## src/rtl/core/ifr_pkg.sv

```systemverilog
// Shared constants, types and helpers of the integer radix formatter.
`timescale 1ns / 1ps
package ifr_pkg;

   localparam int DEF_VALUE_BITS = 64;
   localparam int DEF_MAX_CHARS  = 64;

   localparam int VALUE_FIELD_BITS = 64;
   localparam int SMALL_FIELD_BITS = 6;
   localparam int FLAG_BITS        = 7;
   localparam int REQ_DATA_BITS    = 96;
   localparam int CHAR_BITS        = 8;
   localparam int DIGIT_BITS       = 6;
   localparam int LEN_BITS         = 8;
   localparam int STEP_BITS        = 8;

   localparam int BASE_LSB  = VALUE_FIELD_BITS;
   localparam int WIDTH_LSB = BASE_LSB + SMALL_FIELD_BITS;
   localparam int PREC_LSB  = WIDTH_LSB + SMALL_FIELD_BITS;
   localparam int FLAGS_LSB = PREC_LSB + SMALL_FIELD_BITS;

   localparam int FL_LEFT   = 0;
   localparam int FL_ZERO   = 1;
   localparam int FL_SIGNED = 2;
   localparam int FL_PLUS   = 3;
   localparam int FL_SPACE  = 4;
   localparam int FL_PREFIX = 5;
   localparam int FL_LOWER  = 6;

   localparam logic [SMALL_FIELD_BITS-1:0] BASE_MIN = 6'd2;
   localparam logic [SMALL_FIELD_BITS-1:0] BASE_MAX = 6'd36;
   localparam logic [SMALL_FIELD_BITS-1:0] BASE_OCT = 6'd8;
   localparam logic [SMALL_FIELD_BITS-1:0] BASE_HEX = 6'd16;

   localparam logic [CHAR_BITS-1:0] CH_NUL   = 8'h00;
   localparam logic [CHAR_BITS-1:0] CH_SPACE = 8'h20;
   localparam logic [CHAR_BITS-1:0] CH_PLUS  = 8'h2B;
   localparam logic [CHAR_BITS-1:0] CH_MINUS = 8'h2D;
   localparam logic [CHAR_BITS-1:0] CH_ZERO  = 8'h30;
   localparam logic [CHAR_BITS-1:0] CH_UP_X  = 8'h58;
   localparam logic [CHAR_BITS-1:0] CH_LO_X  = 8'h78;
   localparam logic [CHAR_BITS-1:0] CH_UP_A_OFS = 8'h37;
   localparam logic [CHAR_BITS-1:0] CH_LO_A_OFS = 8'h57;

   typedef struct packed {
      logic push;
      logic pop;
   } ifr_stack_ctl_type;

   function automatic logic [CHAR_BITS-1:0] digit_char(input logic [DIGIT_BITS-1:0] d,
                                                      input logic lower);
      logic [CHAR_BITS-1:0] ext;
      ext = {{(CHAR_BITS-DIGIT_BITS){1'b0}}, d};
      if (d < 6'd10) begin
         digit_char = CH_ZERO + ext;
      end else if (lower) begin
         digit_char = CH_LO_A_OFS + ext;
      end else begin
         digit_char = CH_UP_A_OFS + ext;
      end
   endfunction

endpackage

```

## src/rtl/core/ifr_divider.sv

```systemverilog
// Iterative divider: value by radix, eight quotient bits per cycle.
`timescale 1ns / 1ps
module ifr_divider
   import ifr_pkg::*;
#(
   parameter int VALUE_BITS = DEF_VALUE_BITS
) (
   input  logic                  clock,
   input  logic                  reset,
   input  logic                  start,
   input  logic [VALUE_BITS-1:0] dividend,
   input  logic [DIGIT_BITS-1:0] divisor,
   output logic                  done,
   output logic [VALUE_BITS-1:0] quotient,
   output logic [DIGIT_BITS-1:0] remainder
);

   localparam int STEPS    = (VALUE_BITS + STEP_BITS - 1) / STEP_BITS;
   localparam int PAD_BITS = STEPS * STEP_BITS;
   localparam int CNT_BITS = (STEPS > 1) ? $clog2(STEPS) : 1;
   localparam logic [CNT_BITS-1:0] CNT_LAST = CNT_BITS'(STEPS - 1);

   logic [PAD_BITS-1:0]   work_ff, work_in;
   logic [DIGIT_BITS-1:0] rem_ff, rem_in;
   logic [CNT_BITS-1:0]   cnt_ff;
   logic                  run_ff;
   logic                  done_ff;

   always_comb begin
      logic [PAD_BITS-1:0]   w;
      logic [DIGIT_BITS-1:0] r;
      logic [DIGIT_BITS:0]   part;
      w = work_ff;
      r = rem_ff;
      for (int k = 0; k < STEP_BITS; k++) begin
         part = {r, w[PAD_BITS-1]};
         w    = {w[PAD_BITS-2:0], 1'b0};
         if (part >= {1'b0, divisor}) begin
            part = part - {1'b0, divisor};
            w[0] = 1'b1;
         end
         r = part[DIGIT_BITS-1:0];
      end
      work_in = w;
      rem_in  = r;
   end

   always_ff @(posedge clock) begin
      if (reset) begin
         run_ff  <= 1'b0;
         done_ff <= 1'b0;
      end else begin
         done_ff <= run_ff && (cnt_ff == CNT_LAST);
         if (start) begin
            run_ff <= 1'b1;
         end else if (run_ff && (cnt_ff == CNT_LAST)) begin
            run_ff <= 1'b0;
         end
      end
   end

   always_ff @(posedge clock) begin
      if (start) begin
         work_ff <= PAD_BITS'(dividend);
         rem_ff  <= '0;
         cnt_ff  <= '0;
      end else if (run_ff) begin
         work_ff <= work_in;
         rem_ff  <= rem_in;
         cnt_ff  <= cnt_ff + 1'b1;
      end
   end

   assign done      = done_ff;
   assign quotient  = work_ff[VALUE_BITS-1:0];
   assign remainder = rem_ff;

endmodule

```

## src/rtl/core/ifr_digit_stack.sv

```systemverilog
// Shift-register stack of digits: push at the top, pop from the top.
`timescale 1ns / 1ps
module ifr_digit_stack
   import ifr_pkg::*;
#(
   parameter int DEPTH = DEF_VALUE_BITS
) (
   input  logic                  clock,
   input  ifr_stack_ctl_type     ctl,
   input  logic [DIGIT_BITS-1:0] push_digit,
   output logic [DIGIT_BITS-1:0] top_digit
);

   logic [DIGIT_BITS-1:0] entry_ff [DEPTH];

   always_ff @(posedge clock) begin
      if (ctl.push) begin
         entry_ff[0] <= push_digit;
         for (int k = 1; k < DEPTH; k++) begin
            entry_ff[k] <= entry_ff[k-1];
         end
      end else if (ctl.pop) begin
         for (int k = 0; k < DEPTH - 1; k++) begin
            entry_ff[k] <= entry_ff[k+1];
         end
      end
   end

   assign top_digit = entry_ff[0];

endmodule

```

## src/rtl/core/integer_radix_formatter.sv

```systemverilog
// Top level: printf-style integer to ASCII formatter, one character per item.
//
//   channel  direction  fields (lowest bit first)
//   req_     in         tdata: value, base, width, precision, format_flags
//   rsp_     out        tdata: text_char; tlast: last_char; tuser: bad_base
//
// Each number passes S_PREP, one division per digit in the shared divider
// (none for a zero value), the layout states S_SIZE, S_PAD and S_BOUND,
// then one character per cycle while rsp_tready stays high. Reset clears
// the sequencer and the output valid; req_tready is high only when idle.
// A stalled output holds its character and the sequencer in S_EMIT or S_BAD.
`timescale 1ns / 1ps
module integer_radix_formatter
   import ifr_pkg::*;
#(
   parameter int VALUE_BITS = DEF_VALUE_BITS,
   parameter int MAX_CHARS  = DEF_MAX_CHARS
) (
   input  logic                     clock,
   input  logic                     reset,
   input  logic                     req_tvalid,
   output logic                     req_tready,
   // value[63:0], base[69:64], width[75:70], precision[81:76],
   // format_flags[88:82], zero[95:89]
   input  logic [REQ_DATA_BITS-1:0] req_tdata,
   output logic                     rsp_tvalid,
   input  logic                     rsp_tready,
   // text_char[7:0]
   output logic [CHAR_BITS-1:0]     rsp_tdata,
   output logic                     rsp_tlast,
   // bad_base[0]
   output logic                     rsp_tuser
);

   typedef enum logic [2:0] {
      S_IDLE,
      S_PREP,
      S_DIV,
      S_SIZE,
      S_PAD,
      S_BOUND,
      S_EMIT,
      S_BAD
   } state_type;

   state_type                   state_ff;
   logic [VALUE_BITS-1:0]       value_ff;
   logic [SMALL_FIELD_BITS-1:0] base_ff;
   logic [SMALL_FIELD_BITS-1:0] width_ff;
   logic [SMALL_FIELD_BITS-1:0] prec_ff;
   logic [FLAG_BITS-1:0]        flags_ff;
   logic [CHAR_BITS-1:0]        sign_ch_ff;
   logic                        sign_len_ff;
   logic [LEN_BITS-1:0]         nd_ff;
   logic [LEN_BITS-1:0]         effprec_ff;
   logic [LEN_BITS-1:0]         pad_ff;
   logic [LEN_BITS-1:0]         b0_ff, b1_ff, b2_ff, b4_ff, b5_ff;
   logic [LEN_BITS-1:0]         last_idx_ff;
   logic [LEN_BITS-1:0]         idx_ff;
   logic                        rsp_tvalid_ff;
   logic [CHAR_BITS-1:0]        rsp_tdata_ff;
   logic                        rsp_tlast_ff;
   logic                        rsp_tuser_ff;

   logic                        base_bad;
   logic                        value_zero;
   logic                        negative;
   logic [VALUE_BITS-1:0]       magnitude;
   logic [1:0]                  pfx_len;
   logic                        left_mode, zero_mode, space_mode;
   logic                        out_free;
   logic                        rsp_load;
   logic                        div_start;
   logic [VALUE_BITS-1:0]       div_dividend;
   logic                        div_done;
   logic [VALUE_BITS-1:0]       div_quotient;
   logic [DIGIT_BITS-1:0]       div_remainder;
   ifr_stack_ctl_type           stack_ctl;
   logic [DIGIT_BITS-1:0]       push_digit;
   logic [DIGIT_BITS-1:0]       top_digit;
   logic [LEN_BITS-1:0]         need_len;
   logic [LEN_BITS-1:0]         width_ext;
   logic [LEN_BITS-1:0]         prec_ext;
   logic [LEN_BITS-1:0]         lpad, zpad, rpad;
   logic [LEN_BITS-1:0]         b2_val, total_len, limit_len;
   logic [CHAR_BITS-1:0]        emit_ch;
   logic                        in_digits;

   always_comb begin
      base_bad   = !(req_tdata[BASE_LSB +: SMALL_FIELD_BITS] inside {[BASE_MIN:BASE_MAX]});
      value_zero = (value_ff == '0);
      negative   = flags_ff[FL_SIGNED] && value_ff[VALUE_BITS-1];
      magnitude  = negative ? (~value_ff + 1'b1) : value_ff;
      left_mode  = flags_ff[FL_LEFT];
      zero_mode  = flags_ff[FL_ZERO] && !flags_ff[FL_LEFT];
      space_mode = !flags_ff[FL_ZERO] && !flags_ff[FL_LEFT];
      if (flags_ff[FL_PREFIX] && (base_ff == BASE_HEX)) begin
         pfx_len = 2'd2;
      end else if (flags_ff[FL_PREFIX] && (base_ff == BASE_OCT)) begin
         pfx_len = 2'd1;
      end else begin
         pfx_len = 2'd0;
      end
      out_free = !rsp_tvalid_ff || rsp_tready;
      rsp_load = out_free && ((state_ff == S_EMIT) || (state_ff == S_BAD));

      div_start    = ((state_ff == S_PREP) && !value_zero) ||
                     ((state_ff == S_DIV) && div_done && (div_quotient != '0));
      div_dividend = (state_ff == S_PREP) ? magnitude : div_quotient;

      stack_ctl.push = ((state_ff == S_PREP) && value_zero) ||
                       ((state_ff == S_DIV) && div_done);
      push_digit     = (state_ff == S_PREP) ? '0 : div_remainder;

      in_digits     = (idx_ff >= b4_ff) && (idx_ff < b5_ff);
      stack_ctl.pop = (state_ff == S_EMIT) && out_free && in_digits;

      width_ext = LEN_BITS'(width_ff);
      prec_ext  = LEN_BITS'(prec_ff);
      need_len  = LEN_BITS'(sign_len_ff) + LEN_BITS'(pfx_len) + effprec_ff;
      lpad      = space_mode ? pad_ff : '0;
      zpad      = zero_mode ? pad_ff : '0;
      rpad      = left_mode ? pad_ff : '0;
      b2_val    = lpad + LEN_BITS'(sign_len_ff) + LEN_BITS'(pfx_len);
      total_len = b2_val + zpad + effprec_ff + rpad;
      limit_len = (total_len < LEN_BITS'(MAX_CHARS)) ? total_len : LEN_BITS'(MAX_CHARS);

      if (idx_ff < b0_ff) begin
         emit_ch = CH_SPACE;
      end else if (idx_ff < b1_ff) begin
         emit_ch = sign_ch_ff;
      end else if (idx_ff < b2_ff) begin
         if (idx_ff == b1_ff) begin
            emit_ch = CH_ZERO;
         end else begin
            emit_ch = flags_ff[FL_LOWER] ? CH_LO_X : CH_UP_X;
         end
      end else if (idx_ff < b4_ff) begin
         emit_ch = CH_ZERO;
      end else if (in_digits) begin
         emit_ch = digit_char(top_digit, flags_ff[FL_LOWER]);
      end else begin
         emit_ch = CH_SPACE;
      end
   end

   always_ff @(posedge clock) begin
      if (reset) begin
         state_ff      <= S_IDLE;
         rsp_tvalid_ff <= 1'b0;
      end else begin
         if (rsp_load) begin
            rsp_tvalid_ff <= 1'b1;
         end else if (rsp_tready) begin
            rsp_tvalid_ff <= 1'b0;
         end
         case (state_ff)
            S_IDLE: begin
               if (req_tvalid) begin
                  value_ff <= req_tdata[VALUE_BITS-1:0];
                  base_ff  <= req_tdata[BASE_LSB +: SMALL_FIELD_BITS];
                  width_ff <= req_tdata[WIDTH_LSB +: SMALL_FIELD_BITS];
                  prec_ff  <= req_tdata[PREC_LSB +: SMALL_FIELD_BITS];
                  flags_ff <= req_tdata[FLAGS_LSB +: FLAG_BITS];
                  state_ff <= base_bad ? S_BAD : S_PREP;
               end
            end
            S_PREP: begin
               if (negative) begin
                  sign_ch_ff  <= CH_MINUS;
                  sign_len_ff <= 1'b1;
               end else if (flags_ff[FL_PLUS]) begin
                  sign_ch_ff  <= CH_PLUS;
                  sign_len_ff <= 1'b1;
               end else if (flags_ff[FL_SPACE]) begin
                  sign_ch_ff  <= CH_SPACE;
                  sign_len_ff <= 1'b1;
               end else begin
                  sign_ch_ff  <= CH_NUL;
                  sign_len_ff <= 1'b0;
               end
               if (value_zero) begin
                  nd_ff    <= LEN_BITS'(1);
                  state_ff <= S_SIZE;
               end else begin
                  nd_ff    <= '0;
                  state_ff <= S_DIV;
               end
            end
            S_DIV: begin
               if (div_done) begin
                  nd_ff <= nd_ff + 1'b1;
                  if (div_quotient == '0) begin
                     state_ff <= S_SIZE;
                  end
               end
            end
            S_SIZE: begin
               effprec_ff <= (nd_ff > prec_ext) ? nd_ff : prec_ext;
               state_ff   <= S_PAD;
            end
            S_PAD: begin
               pad_ff   <= (width_ext > need_len) ? (width_ext - need_len) : '0;
               state_ff <= S_BOUND;
            end
            S_BOUND: begin
               b0_ff       <= lpad;
               b1_ff       <= lpad + LEN_BITS'(sign_len_ff);
               b2_ff       <= b2_val;
               b4_ff       <= b2_val + zpad + effprec_ff - nd_ff;
               b5_ff       <= b2_val + zpad + effprec_ff;
               last_idx_ff <= limit_len - 1'b1;
               idx_ff      <= '0;
               state_ff    <= S_EMIT;
            end
            S_EMIT: begin
               if (out_free) begin
                  rsp_tdata_ff  <= emit_ch;
                  rsp_tlast_ff  <= (idx_ff == last_idx_ff);
                  rsp_tuser_ff  <= 1'b0;
                  idx_ff        <= idx_ff + 1'b1;
                  if (idx_ff == last_idx_ff) begin
                     state_ff <= S_IDLE;
                  end
               end
            end
            S_BAD: begin
               if (out_free) begin
                  rsp_tdata_ff  <= CH_NUL;
                  rsp_tlast_ff  <= 1'b1;
                  rsp_tuser_ff  <= 1'b1;
                  state_ff      <= S_IDLE;
               end
            end
            default: begin
               state_ff <= S_IDLE;
            end
         endcase
      end
   end

   ifr_divider #(
      .VALUE_BITS (VALUE_BITS)
   ) u_divider (
      .clock     (clock),
      .reset     (reset),
      .start     (div_start),
      .dividend  (div_dividend),
      .divisor   (base_ff),
      .done      (div_done),
      .quotient  (div_quotient),
      .remainder (div_remainder)
   );

   ifr_digit_stack #(
      .DEPTH (VALUE_BITS)
   ) u_digit_stack (
      .clock      (clock),
      .ctl        (stack_ctl),
      .push_digit (push_digit),
      .top_digit  (top_digit)
   );

   assign req_tready = (state_ff == S_IDLE);
   assign rsp_tvalid = rsp_tvalid_ff;
   assign rsp_tdata  = rsp_tdata_ff;
   assign rsp_tlast  = rsp_tlast_ff;
   assign rsp_tuser  = rsp_tuser_ff;

endmodule
```

## config.mk

```make
export PLATFORM = sky130hd
export DESIGN_NAME = integer_radix_formatter
export DESIGN_NICKNAME = d
export VERILOG_FILES = /design/src/rtl/core/ifr_pkg.sv /design/src/rtl/core/ifr_divider.sv /design/src/rtl/core/ifr_digit_stack.sv /design/src/rtl/core/integer_radix_formatter.sv
export SDC_FILE = /design/constraint.sdc
export NUM_CORES = 1
export LEC_CHECK = 0
export BUFFER_PORTS_ARGS = -buffer_cell sky130_fd_sc_hd__buf_2
export CAP_MARGIN = 0
export CORE_MARGIN = 2
export CORE_UTILIZATION = 50
export DETAILED_ROUTE_END_ITERATION = 7
export PLACE_DENSITY = 0.66
export SLEW_MARGIN = 5
export SYNTH_ARGS = -nofsm -noshare
export SYNTH_HDL_FRONTEND = slang
export SYNTH_SLANG_ARGS = --single-unit
```

## constraint.sdc

```tcl
create_clock -name clock -period 24.7 [get_ports clock]
set_input_delay 3.705 -clock clock [delete_from_list [all_inputs] [get_ports clock]]
set_output_delay 3.705 -clock clock [all_outputs]
set_load 0.03 [all_outputs]
```

Word-level counts from Yosys, hierarchy flattened. Memories as Yosys holds them, arrays and structs flattened. Index checks and enable logic that the tools add are counted.

Add/sub/neg operators: 25. $lt $le $gt $ge: 20. Eq/ne operators: 19. Muxes and demuxes: 134. Bitwise logic cells: 65. Reduce and logical (&&, ||, !) cells: 44.

Operators by type and width (number): $mux W6 (75); $mux W64 (4); $logic_not A64 Y1 (2); $mux W8 (15); $add A64 B1 Y64 const B (1); $not A64 Y64 (1); $reduce_bool A64 Y1 (1); $or A1 B1 Y1 (63); $ge A7 B6 Y1 (8); $pmux W8 S2 (3); $sub A6 B6 Y6 (8); $lt A8 B8 Y1 (5); $add A8 B8 Y8 (3); $mux W1 (24); $mux W3 (8); $pmux W3 S8 (1); $add A8 B1 Y8 const B (2); $eq A8 B8 Y1 (2); $eq A3 B3 Y1 const B (5); $logic_and A1 B1 Y1 (15); $add A6 B6 Y7 const A (2); $reduce_bool A2 Y1 (6); $reduce_and A2 Y1 (5); $reduce_and A3 Y1 (3); other kinds (32) (45).

Register bits after elaboration: 265. Bits in writable memories: 384. Output and inout bits: 12. Word-level logic and storage cells: 337. Memories: 1.

Memory list: u_digit_stack.entry_ff (depth 64, width 6, read ports 64, clocked after Yosys merged registers in 0, write ports 64, RTL line ifr_digit_stack.sv:14) `logic [DIGIT_BITS-1:0] entry_ff [DEPTH];`.

Logic depth before layout (Yosys ltp). Gate-level depths: netlist of run 1.

Depth after elaboration: 18. Depth in mapped cells: 81. Mapped depth without buffers: 77.

Hierarchy. From an unflattened synthesis of run 1, not the netlist that was laid out.

Cells, all modules: 2510. Area total of the unflattened synthesis: 34596.9 sq um.

Modules (own cells, without submodules): ifr_digit_stack (times used 1, cells an instance 813, area an instance 16786.1 sq um, seq. area each 11531.1 sq um); integer_radix_formatter (times used 1, cells an instance 1159, area an instance 11980.2 sq um, seq. area each 5575.3 sq um); ifr_divider (times used 1, cells an instance 538, area an instance 5830.6 sq um, seq. area each 2142.1 sq um).

Worst setup path before layout of run 1. OpenSTA, ideal clock, no wires.

Path kind: reg-to-reg. Start: register base_ff[1]. End: register u_divider.rem_ff[1] (netlist: u_divider.remainder[1]). Setup time: 0.119 ns. Data arrival time: 17.127 ns. Data required time: 24.581 ns. Path slack: 7.454 ns. Stages on the path, launching flop included: 78. Buffers on the path: 4. Cell sequence: edfxtp_1 > inv_1 > ha_1 > a21oi_1 > o21ai_0 > a21oi_2 > mux2_2 > ha_1 > o21a_1 > o31ai_1 > a21oi_1 > and2_1 > buf_2 > nor2_1 > clkbuf_1 > mux2_2 > inv_1 > ha_1 > [... 42 more ...] > o21ai_0 > nand2b_1 > a21o_1 > a21o_1 > a211oi_1 > inv_1 > a211oi_4 > mux2i_1 > ha_1 > a21o_1 > a21o_1 > a21o_1 > a21o_1 > o21bai_1 > a21o_1 > a211oi_2 > mux2i_1 > a21oi_1.

Word-level cells in the longest chain between the ends: 16. Elaborated cells between the ends (all ways): 24. Those cells by class: add/sub (8); order compare (8); mux (8).

RTL lines: start, declared (RTL line integer_radix_formatter.sv:48) `logic [SMALL_FIELD_BITS-1:0] base_ff;`; start signal, assigned (RTL line integer_radix_formatter.sv:161) `base_ff <= req_tdata[BASE_LSB +: SMALL_FIELD_BITS];`; $sub A6 B6 Y6 / $ge A7 B6 Y1 (equally long branches) (RTL line ifr_divider.sv:39, ifr_divider.sv:38); $mux W6 (RTL line ifr_divider.sv:38) `if (part >= {1'b0, divisor}) begin`; $sub A6 B6 Y6 / $ge A7 B6 Y1 (equally long branches) (RTL line ifr_divider.sv:39, ifr_divider.sv:38); $mux W6 (RTL line ifr_divider.sv:38); $sub A6 B6 Y6 / $ge A7 B6 Y1 (equally long branches) (RTL line ifr_divider.sv:39, ifr_divider.sv:38); $mux W6 (RTL line ifr_divider.sv:38); $sub A6 B6 Y6 / $ge A7 B6 Y1 (equally long branches) (RTL line ifr_divider.sv:39, ifr_divider.sv:38); $mux W6 (RTL line ifr_divider.sv:38); $sub A6 B6 Y6 / $ge A7 B6 Y1 (equally long branches) (RTL line ifr_divider.sv:39, ifr_divider.sv:38); $mux W6 (RTL line ifr_divider.sv:38); $ge A7 B6 Y1 / $sub A6 B6 Y6 (equally long branches) (RTL line ifr_divider.sv:38, ifr_divider.sv:39); $mux W6 (RTL line ifr_divider.sv:38); $ge A7 B6 Y1 / $sub A6 B6 Y6 (equally long branches) (RTL line ifr_divider.sv:38, ifr_divider.sv:39); $mux W6 (RTL line ifr_divider.sv:38); $sub A6 B6 Y6 / $ge A7 B6 Y1 (equally long branches) (RTL line ifr_divider.sv:39, ifr_divider.sv:38); $mux W6 * (RTL line ifr_divider.sv:38); end signal, assigned (RTL line ifr_divider.sv:69) `rem_ff <= rem_in;`; end, declared (RTL line ifr_divider.sv:24) `logic [DIGIT_BITS-1:0] rem_ff, rem_in;`.

Every way passes the cells marked *; elsewhere a longest branch is shown, timed or not. A chain may end at the register's enable or synchronous reset.

Worst setup path after layout of run 1. Same ends and word-level chain as after synthesis.

==> results of run 1 <==
==> how the worst min path moves through the flow <==
stage	slack [ns]	startpoint	endpoint
after floorplan	0.42	u_digit_stack.entry_ff[3][84]$_DFFE_PP_	u_digit_stack.entry_ff[3][90]$_DFFE_PN_
after detailed placement	0.44	u_digit_stack.entry_ff[3][89]$_DFFE_PP_	u_digit_stack.entry_ff[3][95]$_DFFE_PN_
after CTS	0.45	u_digit_stack.entry_ff[3][89]$_DFFE_PP_	u_digit_stack.entry_ff[3][95]$_DFFE_PN_
after global routing	0.47	u_digit_stack.entry_ff[3][89]$_DFFE_PP_	u_digit_stack.entry_ff[3][95]$_DFFE_PN_
after global placement	0.43	u_digit_stack.entry_ff[3][87]$_DFFE_PP_	u_digit_stack.entry_ff[3][93]$_DFFE_PN_
final	0.45	u_digit_stack.entry_ff[3][89]$_DFFE_PP_	u_digit_stack.entry_ff[3][95]$_DFFE_PN_
==> registers in the layout, summed over array words and instances (netlist names), 3 cells and up <==
register and flops:
b4_ff 8, u_digit_stack.entry_ff 384, b1_ff 8, effprec_ff 8, u_divider.quotient 64, nd_ff 8, idx_ff 8, b2_ff 8
prec_ff 6, width_ff 6, state_ff 3, b0_ff 8, flags_ff 7, pad_ff 8, u_divider.cnt_ff 3, base_ff 6
sign_ch_ff 3, last_idx_ff 8, rsp_tdata 8, u_divider.remainder 6, b5_ff 8, value_ff 64
==> stage by stage <==
stage	cells	cell area (µm²)	utilization [%]	setup WS [ns]	hold WS, ns
floorplan	2454	32800	-	7.45	0.420
finish	3475	36500	56.5	4.03	0.449
detailed placement	3344	34200	53.0	4.24	0.437
global placement	3344	34200	53.0	4.31	0.431
CTS	3473	36500	56.5	4.14	0.451
global route	3474	36500	56.5	2.45	0.468
==> area by class of cell <==
| cell class | instances | area (µm²) |
|---|---|---|
| fill | 5280 | 28100 |
| sequential | 646 | 19200 |
| multi-input combinational | 1563 | 12600 |
| clock buffer | 91 | 1940 |
| tap | 855 | 1070 |
| timing repair buffer | 118 | 651 |
| inverter | 162 | 608 |
| clock inverter | 38 | 342 |
| antenna | 2 | 5.00 |
==> routing by layer <==
layer / up-vias / wire (µm)
met5: - / 12
li1: 9319 / -
met4: 2 / 1980
met1: 9244 / 27500
met2: 372 / 28900
met3: 111 / 2760
==> cells by family after synthesis <==
family	synth area share, %
multiplexers	13.5
AND/OR/NAND/NOR	7.27
buffers and inverters	2.90
adder cells (fa/ha/maj)	6.38
AO/OA/AOI/OAI	7.04
XOR/XNOR	4.14
other	0.0114
flip-flops	58.7
==> cells in the final DEF, fill, tap and decap left out, types with 10 or more instances in the layout <==
cell       instances
edfxtp_1         631
mux2_2           379
inv_1            162
nand2_1          153
ha_1             132
o21ai_0          128
nor2_1           113
a21oi_1          107
buf_2            104
xnor2_1           96
clkbuf_16         74
xor2_1            59
a21o_1            33
nor3_1            26
nor4_1            26
and2_1            25
nand2b_1          24
fa_1              22
nand3_1           21
nor2b_1           19
nand4_1           18
mux2i_1           16
clkinv_1          16
clkbuf_1          15
dfxtp_1           15
or3_1             13
o21a_1            12
clkinv_2          12
buf_4             12
o31ai_1           10
==> flow_summary.toml, run 1 <==
[sta]
worstMarginPinSlew_ns = 1.17
fin_crit_ns = 20.67
rsz0062_at_grt = "false"
finalClockSkew_ns = 0.0222
finalHoldViolations = 0
fin_crit_sh_pct = 83.7
drv_slew = 0
slew_headroom_pct = 21.9
setup_viol = 0
fmax_mhz = 48.4
finalSetupTns_ns = 0

[cts]
postCtsSetupBuffers = 0
cts_buffers = 71
cts_resized = 0
hold_buffers = 0
cts_tree = "done"
clk_latency_ns = 0.61
cts.sinks = 646
root_buffer = "clkbuf_16"
cts_buffer_depth = 3
cts-htree-levels = 3
clk_pin_slew_ns = 0.06

[finish]
drive_above_1_share_pct = 24.2
areaGrowthSynthToFinish_pct = 11.4
fin_nets = 2816

[run_status]
status = "completed"

[synthesis]
seq_area_frac_synth_pct = 58.7
yosysWarnings = 0
synth_area_leaders = "edfxtp_1, mux2_2, ha_1, xnor2_1, o21ai_0"
synth_nets = 2708
synth_ff_type = "edfxtp_1"
synth_top_area_share_pct = 57.8
synth_area_per_cell_um2 = 13.4
async_reset_ff_share_pct = 0
synth.most_common_cell = "edfxtp_1"
syn-cell-area_um2 = 32800
synthTopCellsByCount = "edfxtp_1, mux2_2, inv_1"
ys_ff_latch = 646
ys_types = 85
synth_edf_count = 631
synthCells = 2454
synth.largest_area_cell = "edfxtp_1"

[global_route]
grt.met1_usage_pct = 24.3
grt_busiest_layer = "met2"
track_usage_pct = 18.2
grt_first_pass_wirelength_mm = 98.9
grt-ovfl-total = 0
grt_pass1_vias = 19252
antenna_found_initial = 3
grt_max_degree = 220
grt_use_met2_pct = 29.8
use_met3_pct = 3.32

[worst_setup_path]
critPathLaunchType = "flip-flop"
arrival_ns = 21.12
critical-path-top-delay-family = "compound AO/OA/AOI/OAI gates"
rr_worst_depth = 74
r2r_end = "u_divider.remainder[1]$_SDFFE_PN0P_"
path_max_fanout = 13
worstPathRequired_ns = 25.15
critPathBufInv = 6
r2r_slack_ns = 4.03
end_kind = "flip-flop"
cp_slowest_stage_delay_ns = 0.79
critical_path_depth = 74
critical_path.startpoint = "base_ff[1]$_DFFE_PP_"
worst-setup-path-type = "reg -> reg"
worstReg2RegStart = "base_ff[1]$_DFFE_PP_"
crit_path_end = "u_divider.remainder[1]$_SDFFE_PN0P_"
critPathSlowestCell = "edfxtp_1"

[floorplan]
die_w_um = 260
num_rows = 93
dieArea_um2 = 67600
die_height_um = 260
pin_count = 112
core_area_um2 = 64600
initial_core_util_pct = 50.7

[routing]
drc = 0
via_per_inst = 5.48
wirelength_mm = 61.2
first_pass_iters = 7
drt_iter0_drc = 1519
ant_nets = 0
wl_per_cell_um = 17.6
via_count = 19048

[placement]
port-buffer-count = 104
globalplace.congestion = 0.851
hpwl_mm = 41.8

[job]
drv_cap = 0

[hold_path]
hold_class = "reg -> reg"
whs_path_depth = 0
Power of run 1 is left out: the tool's default activity adds up to more than one toggle a clock period on the data nets, which glitch-free logic cannot reach.
==> run 2, diff against run 1 <==
==> constraint.sdc (replaced) <==
create_clock -name clock -period 20 [get_ports clock]
set_input_delay 3 -clock clock [delete_from_list [all_inputs] [get_ports clock]]
set_output_delay 3 -clock clock [all_outputs]
set_load 0.03 [all_outputs]
==> flow_summary.toml, run 2 (same netlist as run 1, synthesis figures left out) <==
[floorplan]
pin_count = 112
die_height_um = 260
num_rows = 93
core_area_um2 = 64600
dieArea_um2 = 67600
die_w_um = 260
initial_core_util_pct = 50.7

[placement]
hpwl_mm = 42.4
globalplace.congestion = 0.849
port-buffer-count = 104

[sta]
finalClockSkew_ns = 0.0281
finalHoldViolations = 0
fin_crit_sh_pct = 92.0
finalSetupTns_ns = 0
drv_slew = 0
setup_viol = 0
fmax_mhz = 54.4
worstMarginPinSlew_ns = 1.26
slew_headroom_pct = 15.6
fin_crit_ns = 18.40
rsz0062_at_grt = "false"

[routing]
wl_met2_mm = 29.1
first_pass_iters = 5
met1_length_mm = 27.6
wirelength_mm = 61.2
wl_per_cell_um = 17.6
via_count = 19061
dr.max_layer_used = "met5"
via_per_inst = 5.47
drc = 0
wl_met3_mm = 2.61
ant_nets = 0
drt_iter0_drc = 1429

[global_route]
grt_first_pass_wirelength_mm = 98.5
track_usage_pct = 18.1
antenna_found_initial = 5
grt_pass1_vias = 19296
grt_max_degree = 224
grt-ovfl-total = 0

[worst_setup_path]
cp_slowest_stage_delay_ns = 0.53
critPathLaunchType = "flip-flop"
worstReg2RegStart = "base_ff[3]$_DFFE_PP_"
critPathMostFrequentCell = "ha_1"
critPathSlowestCell = "a2111oi_0"
path_max_fanout = 13
worstPathRequired_ns = 20.31
critical_path.startpoint = "base_ff[3]$_DFFE_PP_"
r2r_slack_ns = 1.60
worst-setup-path-type = "reg -> reg"
arrival_ns = 18.71
critical_path_depth = 74
crit_path_end = "u_divider.quotient[0]$_DFFE_PP_"
r2r_end = "u_divider.quotient[0]$_DFFE_PP_"
end_kind = "flip-flop"
critPathBufInv = 8
rr_worst_depth = 74
critical-path-top-delay-family = "compound AO/OA/AOI/OAI gates"

[cts]
cts_resized = 0
cts_tree = "done"
cts_buffer_depth = 3
cts_buffers = 70
clk_latency_ns = 0.62
hold_buffers = 0
clk_pin_slew_ns = 0.06
root_buffer = "clkbuf_16"
cts.sinks = 646
postCtsSetupBuffers = 0
cts-htree-levels = 3

[finish]
areaGrowthSynthToFinish_pct = 11.6
final_common_cell = "edfxtp_1"
largest_reg_flops = 384
final_cell_mix = "edfxtp_1, mux2_2, inv_1"
drive_above_1_share_pct = 24.5
regMostFlops = "u_digit_stack.entry_ff"
final_util_pct = 56.6
fin_nets = 2829

[hold_path]
hold_class = "reg -> reg"

[job]
drv_cap = 0

[run_status]
status = "completed"
==> run 2: worst min path at each step <==
stage                                                        from                                      end  slack (ns)  cells after the start
final                     u_digit_stack.entry_ff[3][89]$_DFFE_PP_  u_digit_stack.entry_ff[3][95]$_DFFE_PN_        0.45                      0
after global routing      u_digit_stack.entry_ff[3][89]$_DFFE_PP_  u_digit_stack.entry_ff[3][95]$_DFFE_PN_        0.46                      0
after global placement    u_digit_stack.entry_ff[3][84]$_DFFE_PP_  u_digit_stack.entry_ff[3][90]$_DFFE_PN_        0.43                      0
after detailed placement  u_digit_stack.entry_ff[3][89]$_DFFE_PP_  u_digit_stack.entry_ff[3][95]$_DFFE_PN_        0.44                      0
after floorplan           u_digit_stack.entry_ff[3][84]$_DFFE_PP_  u_digit_stack.entry_ff[3][90]$_DFFE_PN_        0.42                      0
after CTS                 u_digit_stack.entry_ff[3][89]$_DFFE_PP_  u_digit_stack.entry_ff[3][95]$_DFFE_PN_        0.45                      0
==> run 2: metal layers <==
metal / vias up / track usage [%]
li1: 9332 / -
met1: 9238 / 23.8
met2: 371 / 30.1
met3: 116 / 3.28
met4: 4 / 6.59
met5: - / 0
==> run 2: cell type report <==
| class | count | area (µm²) |
|---|---|---|
| Fill cell | 5224 | 28000 |
| Sequential cell | 646 | 19200 |
| Multi-Input combinational cell | 1563 | 12600 |
| Clock buffer | 99 | 1970 |
| Tap cell | 855 | 1070 |
| Timing Repair Buffer | 132 | 743 |
| Inverter | 162 | 608 |
| Clock inverter | 28 | 283 |
| Antenna cell | 1 | 2.50 |
==> run 2: stage by stage <==
step                      area (µm²)  setup WS, ns  hold slack [ns]  cells
final                          36600          1.60            0.448   3486
after global routing           36600        0.0387            0.459   3486
after CTS                      36600          1.52            0.450   3484
after detailed placement       34300          1.64            0.444   3357
after global placement         34300          1.64            0.427   3357
after floorplan                32800          2.75            0.420   2454
Power of run 2 is left out for the same reason.
